`config.mk`:
```
export PLATFORM = sky130hd
export DESIGN_NAME = led_sequencer_tone_controller
export DESIGN_NICKNAME = d
export VERILOG_FILES = /design/src/sv/lstc_pkg.sv /design/src/sv/lstc_delay_adj.sv /design/src/sv/led_sequencer_tone_controller.sv
export SDC_FILE = /design/constraint.sdc
export NUM_CORES = 1
export LEC_CHECK = 0
export ABC_AREA = 1
export BUFFER_PORTS_ARGS = -buffer_cell sky130_fd_sc_hd__buf_2
export CAP_MARGIN = 40
export CORE_AREA = 2 2 114 116
export CTS_BUF_LIST = sky130_fd_sc_hd__clkbuf_8
export CTS_CLUSTER_DIAMETER = 40
export DETAILED_ROUTE_END_ITERATION = 7
export DIE_AREA = 0 0 116 118
export HOLD_SLACK_MARGIN = 0.02
export SKIP_CTS_REPAIR_TIMING = 1
export SLEW_MARGIN = 40
export SYNTH_ARGS = -nofsm -noshare
export SYNTH_HDL_FRONTEND = slang
export SYNTH_SLANG_ARGS = --single-unit
```
`constraint.sdc`:
```
create_clock -name clock -period 2.6 [get_ports clock]
set_input_delay 0.52 -clock clock [delete_from_list [all_inputs] [get_ports clock]]
set_output_delay 0.52 -clock clock [all_outputs]
set_load 0.005 [all_outputs]
```
`src/sv/lstc_pkg.sv`:
```
// Shared types and constants for the LED sequencer and tone controller.
// No dependencies; every RTL file in this block imports it.
`default_nettype none

package lstc_pkg;

   // widths of the fields and registers
   localparam int unsigned INTERVAL_W = 10;
   localparam int unsigned DELAY_W    = 6;
   localparam int unsigned LED_W      = 3;
   localparam int unsigned CSR_IDX_W  = 2;
   localparam int unsigned CSR_DATA_W = 10;

   // register indexes on the csr port
   localparam logic [CSR_IDX_W-1:0] CSR_LED_INTERVAL   = 2'd0;
   localparam logic [CSR_IDX_W-1:0] CSR_BLINK_INTERVAL = 2'd1;
   localparam logic [CSR_IDX_W-1:0] CSR_MAX_TONE_DELAY = 2'd2;

   // register values after reset
   localparam logic [INTERVAL_W-1:0] LED_INTERVAL_RST   = 10'd300;
   localparam logic [INTERVAL_W-1:0] BLINK_INTERVAL_RST = 10'd1000;
   localparam logic [DELAY_W-1:0]    MAX_TONE_DELAY_RST = 6'd50;

   // rotator phase codes: dark before the first step, then one LED each
   localparam logic [1:0] ROT_DARK  = 2'd0;
   localparam logic [1:0] ROT_LAST  = 2'd3;
   localparam logic [1:0] ROT_FIRST = 2'd1;
   localparam logic [1:0] ROT_MID   = 2'd2;

   // blink phase codes
   localparam logic [1:0] BLINK_DARK = 2'd0;
   localparam logic [1:0] BLINK_LIT  = 2'd1;
   localparam logic [1:0] BLINK_OFF  = 2'd2;

   typedef enum logic [1:0] {
      TONE_INIT = 2'd0,
      TONE_WAIT = 2'd1,
      TONE_ON   = 2'd2,
      TONE_OFF  = 2'd3
   } tone_phase_type;

   typedef enum logic [2:0] {
      ADJ_START    = 3'd0,
      ADJ_INC      = 3'd1,
      ADJ_DEC      = 3'd2,
      ADJ_INC_HOLD = 3'd3,
      ADJ_DEC_HOLD = 3'd4
   } adjust_phase_type;

   typedef struct packed {
      logic button_toggle;
      logic button_up;
      logic button_down;
   } req_word_type;

   typedef struct packed {
      logic [LED_W-1:0]   led_pattern;
      logic               blink_on;
      logic               tone_on;
      logic [DELAY_W-1:0] tone_delay_now;
   } rsp_word_type;

endpackage

`default_nettype wire

```
`src/sv/lstc_delay_adj.sv`:
```
// Up/down button machine and the adjustable tone delay register.
// Depends on lstc_pkg for the adjust phase type and widths.
`default_nettype none

module lstc_delay_adj
   import lstc_pkg::*;
(
   input  wire logic               clock,
   input  wire logic               reset,
   input  wire logic               accept,
   input  wire logic               button_up,
   input  wire logic               button_down,
   input  wire logic [DELAY_W-1:0] max_delay,
   output logic      [DELAY_W-1:0] delay_next
);

   adjust_phase_type   adjust_ff, adjust_in;
   logic [DELAY_W-1:0] delay_ff;
   logic               none_held, only_up, only_down;

   assign none_held = !button_up && !button_down;
   assign only_up   = button_up && !button_down;
   assign only_down = button_down && !button_up;

   always_comb begin
      case (adjust_ff)
         ADJ_INC: begin
            adjust_in = only_up ? ADJ_INC_HOLD : ADJ_START;
         end
         ADJ_DEC: begin
            adjust_in = only_down ? ADJ_DEC_HOLD : ADJ_START;
         end
         ADJ_INC_HOLD: begin
            adjust_in = none_held ? ADJ_START : ADJ_INC_HOLD;
         end
         ADJ_DEC_HOLD: begin
            adjust_in = none_held ? ADJ_START : ADJ_DEC_HOLD;
         end
         default: begin
            if (only_up) begin
               adjust_in = ADJ_INC;
            end else if (only_down) begin
               adjust_in = ADJ_DEC;
            end else begin
               adjust_in = ADJ_START;
            end
         end
      endcase
   end

   // step the delay on entry to inc/dec; a lowered clamp does not cut it
   always_comb begin
      delay_next = delay_ff;
      if (adjust_in == ADJ_INC && delay_ff < max_delay) begin
         delay_next = DELAY_W'(delay_ff + 1'b1);
      end else if (adjust_in == ADJ_DEC && delay_ff != '0) begin
         delay_next = DELAY_W'(delay_ff - 1'b1);
      end
   end

   always_ff @(posedge clock) begin
      if (reset) begin
         adjust_ff <= ADJ_START;
         delay_ff  <= '0;
      end else if (accept) begin
         adjust_ff <= adjust_in;
         delay_ff  <= delay_next;
      end
   end

   a_hold_idle: assert property (@(posedge clock) disable iff (reset)
      (!$past(reset) && !$past(accept)) |-> ($stable(delay_ff) && $stable(adjust_ff)))
      else $error("delay state moved without a word");

   a_step_one: assert property (@(posedge clock) disable iff (reset)
      (!$past(reset) && $past(accept)) |->
         (delay_ff == $past(delay_ff) || delay_ff == DELAY_W'($past(delay_ff) + 1'b1)
          || delay_ff == DELAY_W'($past(delay_ff) - 1'b1)))
      else $error("delay moved by more than one");

   a_inc_clamped: assert property (@(posedge clock) disable iff (reset)
      (!$past(reset) && $past(accept) && delay_ff == DELAY_W'($past(delay_ff) + 1'b1))
         |-> ($past(delay_ff) < $past(max_delay) && adjust_ff == ADJ_INC))
      else $error("delay raised past the clamp or outside increment");

endmodule

`default_nettype wire

```
`src/sv/led_sequencer_tone_controller.sv`:
```
// LED sequencer and tone controller: one req word is one timer tick with three
// active-high buttons and yields exactly one rsp word (LED rotator, blinker,
// speaker bit, current tone delay). A word is taken every cycle unless req_stall
// is high; all state updates in the cycle of acceptance and the result sits in
// an output register backed by a one-word skid stage, and one more word is
// taken while a result waits before req_stall rises. Write csr registers only
// while idle.
`default_nettype none

module led_sequencer_tone_controller
   import lstc_pkg::*;
(
   input  wire logic                  clock,
   input  wire logic                  reset,
   input  wire logic                  req_valid,
   output logic                       req_stall,
   input  wire req_word_type          req_word,
   output logic                       rsp_valid,
   input  wire logic                  rsp_stall,
   output rsp_word_type               rsp_word,
   input  wire logic                  csr_we,
   input  wire logic [CSR_IDX_W-1:0]  csr_index,
   input  wire logic [CSR_DATA_W-1:0] csr_wdata
);

   logic [INTERVAL_W-1:0] led_interval_ff, blink_interval_ff;
   logic [DELAY_W-1:0]    max_delay_ff;

   logic [1:0]            rot_phase_ff, rot_phase_in;
   logic [1:0]            blink_phase_ff, blink_phase_in;
   logic [INTERVAL_W-1:0] rot_count_ff, rot_count_in;
   logic [INTERVAL_W-1:0] blink_count_ff, blink_count_in;
   tone_phase_type        tone_phase_ff, tone_phase_in;
   logic [DELAY_W-1:0]    tone_count_ff, tone_count_in;
   logic [DELAY_W-1:0]    delay_next;

   rsp_word_type          result;
   rsp_word_type          out_ff, skid_ff;
   logic                  out_vld_ff, skid_vld_ff;
   logic                  accept, out_take;

   assign req_stall = skid_vld_ff;
   assign accept    = req_valid && !req_stall;
   assign out_take  = out_vld_ff && !rsp_stall;
   assign rsp_valid = out_vld_ff;
   assign rsp_word  = out_ff;

   always_ff @(posedge clock) begin
      if (reset) begin
         led_interval_ff   <= LED_INTERVAL_RST;
         blink_interval_ff <= BLINK_INTERVAL_RST;
         max_delay_ff      <= MAX_TONE_DELAY_RST;
      end else if (csr_we) begin
         case (csr_index)
            CSR_LED_INTERVAL:   led_interval_ff   <= csr_wdata;
            CSR_BLINK_INTERVAL: blink_interval_ff <= csr_wdata;
            CSR_MAX_TONE_DELAY: max_delay_ff      <= csr_wdata[DELAY_W-1:0];
            default: ;
         endcase
      end
   end

   lstc_delay_adj u_delay_adj (
      .clock      (clock),
      .reset      (reset),
      .accept     (accept),
      .button_up  (req_word.button_up),
      .button_down(req_word.button_down),
      .max_delay  (max_delay_ff),
      .delay_next (delay_next)
   );

   always_comb begin
      // rotator: step and clear once the count reaches the interval
      rot_phase_in = rot_phase_ff;
      if (rot_count_ff >= led_interval_ff) begin
         rot_phase_in = (rot_phase_ff == ROT_LAST) ? ROT_FIRST : 2'(rot_phase_ff + 1'b1);
         rot_count_in = '0;
      end else begin
         rot_count_in = INTERVAL_W'(rot_count_ff + 1'b1);
      end

      blink_phase_in = blink_phase_ff;
      if (blink_count_ff >= blink_interval_ff) begin
         blink_phase_in = (blink_phase_ff == BLINK_LIT) ? BLINK_OFF : BLINK_LIT;
         blink_count_in = '0;
      end else begin
         blink_count_in = INTERVAL_W'(blink_count_ff + 1'b1);
      end

      case (tone_phase_ff)
         TONE_INIT: tone_phase_in = TONE_WAIT;
         TONE_ON:   tone_phase_in = req_word.button_toggle ? TONE_OFF : TONE_WAIT;
         default:   tone_phase_in = req_word.button_toggle ? TONE_ON : TONE_WAIT;
      endcase

      result.tone_on = 1'b0;
      if (tone_count_ff >= delay_next) begin
         result.tone_on = (tone_phase_in == TONE_ON);
         tone_count_in  = '0;
      end else begin
         tone_count_in = DELAY_W'(tone_count_ff + 1'b1);
      end

      case (rot_phase_in)
         ROT_DARK:  result.led_pattern = 3'b000;
         ROT_FIRST: result.led_pattern = 3'b001;
         ROT_MID:   result.led_pattern = 3'b010;
         default:   result.led_pattern = 3'b100;
      endcase
      result.blink_on       = (blink_phase_in == BLINK_LIT);
      result.tone_delay_now = delay_next;
   end

   always_ff @(posedge clock) begin
      if (reset) begin
         rot_phase_ff   <= ROT_DARK;
         blink_phase_ff <= BLINK_DARK;
         rot_count_ff   <= '0;
         blink_count_ff <= '0;
         tone_phase_ff  <= TONE_INIT;
         tone_count_ff  <= '0;
      end else if (accept) begin
         rot_phase_ff   <= rot_phase_in;
         blink_phase_ff <= blink_phase_in;
         rot_count_ff   <= rot_count_in;
         blink_count_ff <= blink_count_in;
         tone_phase_ff  <= tone_phase_in;
         tone_count_ff  <= tone_count_in;
      end
   end

   // output register with one-word skid behind it
   always_ff @(posedge clock) begin
      if (reset) begin
         out_vld_ff  <= 1'b0;
         skid_vld_ff <= 1'b0;
      end else begin
         if (accept) begin
            if (!out_vld_ff || out_take) begin
               out_vld_ff <= 1'b1;
            end else begin
               skid_vld_ff <= 1'b1;
            end
         end else if (out_take) begin
            out_vld_ff  <= skid_vld_ff;
            skid_vld_ff <= 1'b0;
         end
      end
   end

   always_ff @(posedge clock) begin
      if (accept) begin
         if (!out_vld_ff || out_take) begin
            out_ff <= result;
         end else begin
            skid_ff <= result;
         end
      end else if (out_take && skid_vld_ff) begin
         out_ff <= skid_ff;
      end
   end

   a_skid_behind_out: assert property (@(posedge clock) disable iff (reset)
      skid_vld_ff |-> out_vld_ff)
      else $error("skid word held with the output register empty");

   a_no_drop: assert property (@(posedge clock) disable iff (reset)
      (skid_vld_ff && rsp_stall) |=> (skid_vld_ff && out_vld_ff))
      else $error("stalled word lost");

   a_led_onehot: assert property (@(posedge clock) disable iff (reset)
      out_vld_ff |-> $onehot0(out_ff.led_pattern))
      else $error("rotator LEDs not one-hot");

endmodule

`default_nettype wire
```
# Word level (Yosys, flattened, before mapping)
# Cells that the tools add are included.
# word_totals
ff_bits	91
input_bits	20
out_inout_bits	13
elab_cells	106
# op_classes
n_addsub	6
order_cmp	4
eq_ne	17
n_mux	30
n_bitwise	1
reduce_logical	27
# op_table
cell	n
$mux W11	3
$add A10 B1 Y10 const B	2
$ge A10 B10 Y1	2
$mux W10	2
$mux W2	9
$mux W6	3
$reduce_and A2 Y1	7
$add A6 B1 Y6 const B	2
$pmux W3 S4	1
$eq A2 B2 Y1 const B	5
$eq A3 B2 Y1 const B	3
$mux W3	3
$pmux W3 S3	1
$eq A2 B1 Y1 const B	4
$logic_and A1 B1 Y1	8
$mux W1	7
$eq A3 B1 Y1 const B	2
$ge A6 B6 Y1	1
$logic_not A2 Y1	3
$lt A6 B6 Y1	1
$reduce_bool A6 Y1	1
$sub A6 B1 Y6 const B	1
$logic_not A1 Y1	5
$pmux W2 S2	1
other kinds (7)	8

# Longest topological paths before layout
# depth
ltp_word	13
mapped_depth	18
mapped_depth_nobuf	18

# Hierarchy
# From an unflattened synthesis, not the netlist that was laid out.
# hier_totals
hier_cells	647
area_unflattened_um2	5099.9
# by_module_without_submodules
mod	instances	cells_per_inst	area_each_um2	seq_area_each_um2
led_sequencer_tone_controller	1	475	4016.4	1841.8
lstc_delay_adj	1	172	1083.5	180.2

# Least setup slack after synthesis
# OpenSTA, ideal clock, no wires.
# synth_timing
path_kind	register -> register
start	reg u_delay_adj.delay_ff[0]
end	reg out_ff (netlist bit rsp_word[6]), data pin
setup_time_ns	0.268
arrival_ns	2.088
required_ns	2.332
setup_slack_ns	0.244
stages_incl_launch_ff	18
n_path_buf	0
period_less_slack_ns	2.356
cell_sequence	dfxtp_1 > inv_1 > ha_1 > nand3_1 > nand2_2 > nor2_4 > nand2_1 > nand2_1 > nand2_1 > nand2_2 > inv_1 > ha_1 > inv_1 > nor2_1 > o211ai_1 > o2111ai_1 > nand2_1 > o21ai_0
# synth_between
elab_chain_len	8
word_cells_on_any_way	12
cone_classes	add/sub (2); order compare (2); mux (5); reduce/logical (3)
# synth_rtl
item	line	source
from (decl)	lstc_delay_adj.sv:18	logic [DELAY_W-1:0] delay_ff;
from (signal assigned)	lstc_delay_adj.sv:67	delay_ff <= delay_next;
branches (longest 3 deep; another with $sub A6 B1 Y6)	-	
$mux W6 *	lstc_delay_adj.sv:54	if (adjust_in == ADJ_INC && delay_ff < max_delay) begin
net delay_next[1]	led_sequencer_tone_controller.sv:35	logic [DELAY_W-1:0] delay_next;
$ge A6 B6 Y1 *	led_sequencer_tone_controller.sv:98	if (tone_count_ff >= delay_next) begin
$mux W1 *	led_sequencer_tone_controller.sv:98	
$mux W11 *	led_sequencer_tone_controller.sv:154	if (!out_vld_ff || out_take) begin
$mux W11 *	led_sequencer_tone_controller.sv:153	if (accept) begin
to (signal assigned)	led_sequencer_tone_controller.sv:155	out_ff <= result;
to (signal assigned)	led_sequencer_tone_controller.sv:160	out_ff <= skid_ff;
to (decl)	led_sequencer_tone_controller.sv:38	rsp_word_type out_ff, skid_ff;
# Mark *: on every way through the listed nets, which the timed path passes. The select of a mux whose other input is x is not followed.
# A chain may end at the register's enable or synchronous reset.

# Final worst setup path
# layout_timing
start	reg u_delay_adj.delay_ff[2]
end	reg out_ff (netlist bit rsp_word[6]), data pin
# Same word-level chain as after synthesis.

==> impl_results.md <==
* CTS Buf Count at 9
* Routed vias at 4175
* P_sw at 0.000807 W
* F_max at 404 MHz
* Placement Cell Area at 0.00530 mm^2
* Mean Syn Cell Area at 7.90 um^2
* Cell area after synthesis at 0.00488 mm^2
* First-pass GRT wire length at 18300 um
* Period Utilization, post-route at 95.3%
* Post-route design area at 0.00577 mm^2
* Worst Path Required at 2.71 ns
* Pin slew with the least headroom to its limit at 0.588 ns
* Register-to-Register Path Depth at 15
* CTS H-Tree Depth at 3
* Worst hold stages at 3
* Congestion Overflow GR at 0
* Final WL at 11000 um
* FILL cells at 1265
* CP Class: reg -> reg
* Sequential area share after synthesis at 41.4%
* Placed instance count at 823
* Seq pwr share at 52.2%
* # clock sinks at 90
* Pins Over Slew Limit at 0
* Leak Pwr at 2.58 nW
* Setup violators final at 0
* Post-Route M1 WL at 4880 um
* Combinational share of power at 16.5%
* Clock-pin slew on the worst setup and hold paths at 0.09 ns
* Clock power share at 31.3%
* Top layer in use: met4
* Crit. End Element: flop
* Final std cells w/o fill at 850
* Vias/cell at 4.91
* DP HPWL at 8110 um
* HP Class: in -> reg
* Site row count at 41
* Worst hold slack at 0.394 ns
* Max transition margin at 60.7%
* CTS root buffer: clkbuf_8
* Top cells by area, synth: dfxtp_1 (28%), edfxtp_1 (14%), nand2_1 (10%)
* PortBufs at 32
* Unique masters post-synth at 41
* FF+latch count, synth at 90
* Fin crit period at 2.48 ns
* Post-synth EDFFs at 22
* Initial antenna violation count at 0
* Crit path largest cell delay at 0.40 ns
* Ys flop type: dfxtp_1
* Async SR Flop Fraction at 0%
* Remaining DRCs at 0
* ANT nets after route at 0
* Iteration-0 DRC Markers at 165
* Power per cell area at 507 mW/mm^2
* Final Hold Vio Count at 0
* Full die area at 0.0137 mm^2
* GRT Util Overall at 16.8%
* Final setup TNS at 0 ns
* Synth-to-Final Area Change at 18.1%
* Pin count of the biggest net entering global routing at 34
* DR WL met3 at 522 um
* Final RePlAce weighted congestion at 0.877
* Die X at 116 um
* Cell internal pwr at 0.00212 W
* Startpoint types: flop
* Effective utilization at floorplan at 39.3%
* Clock Path Buffers at 2
* Clk_skew at 0.0155 ns
* # IOs at 33
* Cell count after synthesis at 618
* First drt pass iteration count at 5
* CP max-delay cell: dfxtp_4
* Layout cells sized above 1 at 22.0%
* Core area at 0.0124 mm^2
* Diodes inserted at 0
* Peak VDD IR at 291 uV
* Layout Nets at 730
* Worst-path maximum fanout at 6
* Critical path arrival at 2.59 ns
* Commonest cells post-synth: nand2_1 (136), inv_1 (83), dfxtp_1 (68)
* Number of global-route vias before repair at 4051
* YS warnings at 0
* Worst-Skew Late Latency at 0.37 ns
* Net Count, Synth at 675
* Maxcap violations at 0
* Most common cell in the netlist: nand2_1
* WL per Instance at 12.9 um
* Metal2 WL at 5400 um
* Sw frac at 27.6%
* Status: finished, final reports clean
* CTS tree: yes
* Chip Height at 118 um
* Share of the synthesized area in the top cell type at 27.9%
* Area leader, netlist: dfxtp_1
* Crit path cell chain: buf_4, nand3_1, nor2_1, nand3_1, nand2_1, nand3_2, nand2_2, inv_1, ha_1, nand2_2, inv_1, o211ai_1, o2111ai_2, nand2_1, o21ai_1
-- area by class of cell --
cell class                      count  area, um^2  share of cell area, %
Multi-Input combinational cell    425        2640                   45.7
Sequential cell                    90        2040                   35.4
Timing Repair Buffer               59         367                   6.35
Inverter                           88         332                   5.75
Tap cell                          172         215                   3.73
Clock buffer                        9         124                   2.15
Clock inverter                      7        57.6                  0.998
-- power groups by stage --
stage / combinational [W] / clock [W] / sequential [W]
global placement: 0.000405 / 0 / 0.00156
finish: 0.000482 / 0.000917 / 0.00153
detailed placement: 0.000416 / 0 / 0.00156
CTS: 0.000418 / 0.000949 / 0.00153
floorplan: 0.000292 / 0 / 0.00156
global route: 0.000552 / 0.00101 / 0.00154
-- worst max-delay path, delay by kind of cell (launching register included) --
kind,cells,cell delay (ns)
buffers and inverters,3,0.24
AND/OR/NAND/NOR,8,0.96
flip-flops,1,0.40
adder cells (fa/ha/maj),1,0.30
AO/OA/AOI/OAI,3,0.32
-- routing by layer --
metal,vias to the layer above,global-route usage [%]
met5,-,0
met4,0,6.03
met3,19,4.63
met2,88,27.9
met1,1929,20.7
li1,2139,-
-- path summary, 6_finish.rpt --
path         slack, ns                                  from                                 to
min               0.39                          csr_wdata[8]  blink_interval_ff[8]$_SDFFE_PP1P_
max               0.12  u_delay_adj.delay_ff[2]$_SDFFE_PP0P_              rsp_word[6]$_DFFE_PP_
min reg2reg       0.46          max_delay_ff[0]$_SDFFE_PP0P_       max_delay_ff[0]$_SDFFE_PP0P_
max reg2reg       0.12  u_delay_adj.delay_ff[2]$_SDFFE_PP0P_              rsp_word[6]$_DFFE_PP_
-- state kept, by name, summed over array words and instances (netlist names) --
signal / count
blink_count_ff: 10
blink_interval_ff: 10
blink_phase_ff: 2
led_interval_ff: 10
max_delay_ff: 6
req_stall: 1
rot_count_ff: 10
rot_phase_ff: 2
rsp_valid: 1
rsp_word: 11
skid_ff: 11
tone_count_ff: 6
tone_phase_ff: 1
u_delay_adj.adjust_ff: 3
u_delay_adj.delay_ff: 6
-- cells in the final DEF (no fill, tap or decap), types with 5 or more instances in the layout --
cell / instances
buf_2: 32
inv_2: 10
clkbuf_8: 9
o21bai_1: 8
nand2_1: 129
nand3_1: 20
buf_4: 26
o21ai_0: 16
nand2_2: 18
o21ai_1: 11
xor2_1: 16
ha_4: 6
nand3_2: 9
nor2_2: 5
ha_1: 31
o211ai_1: 16
a21oi_2: 6
dfxtp_1: 60
nor2_1: 55
dfxtp_2: 5
inv_1: 81
nand4_1: 12
edfxtp_1: 22
a21oi_1: 34
-- kinds of logic (layout without fill, tap and decap cells) --
logic type               after synthesis  count (layout)  share of synthesized area [%]
AO/OA/AOI/OAI                         99              99                           12.2
adder cells (fa/ha/maj)               37              37                           9.48
flip-flops                            90              90                           41.4
multiplexers                           1               1                          0.205
buffers and inverters                103             163                           8.35
AND/OR/NAND/NOR                      270             270                           25.2
XOR/XNOR                              18              18                           3.23
-- per-stage QoR --
stage	utilization [%]	setup WS, ns	total power, W
global route	46.5	-0.0592	0.00310
global placement	42.7	0.0633	0.00196
finish	46.5	0.123	0.00293
detailed placement	42.7	-0.0118	0.00198
CTS	44.2	-0.0179	0.00289
floorplan	-	0.244	0.00185
No activity file was read; power rests on OpenSTA's default activity.
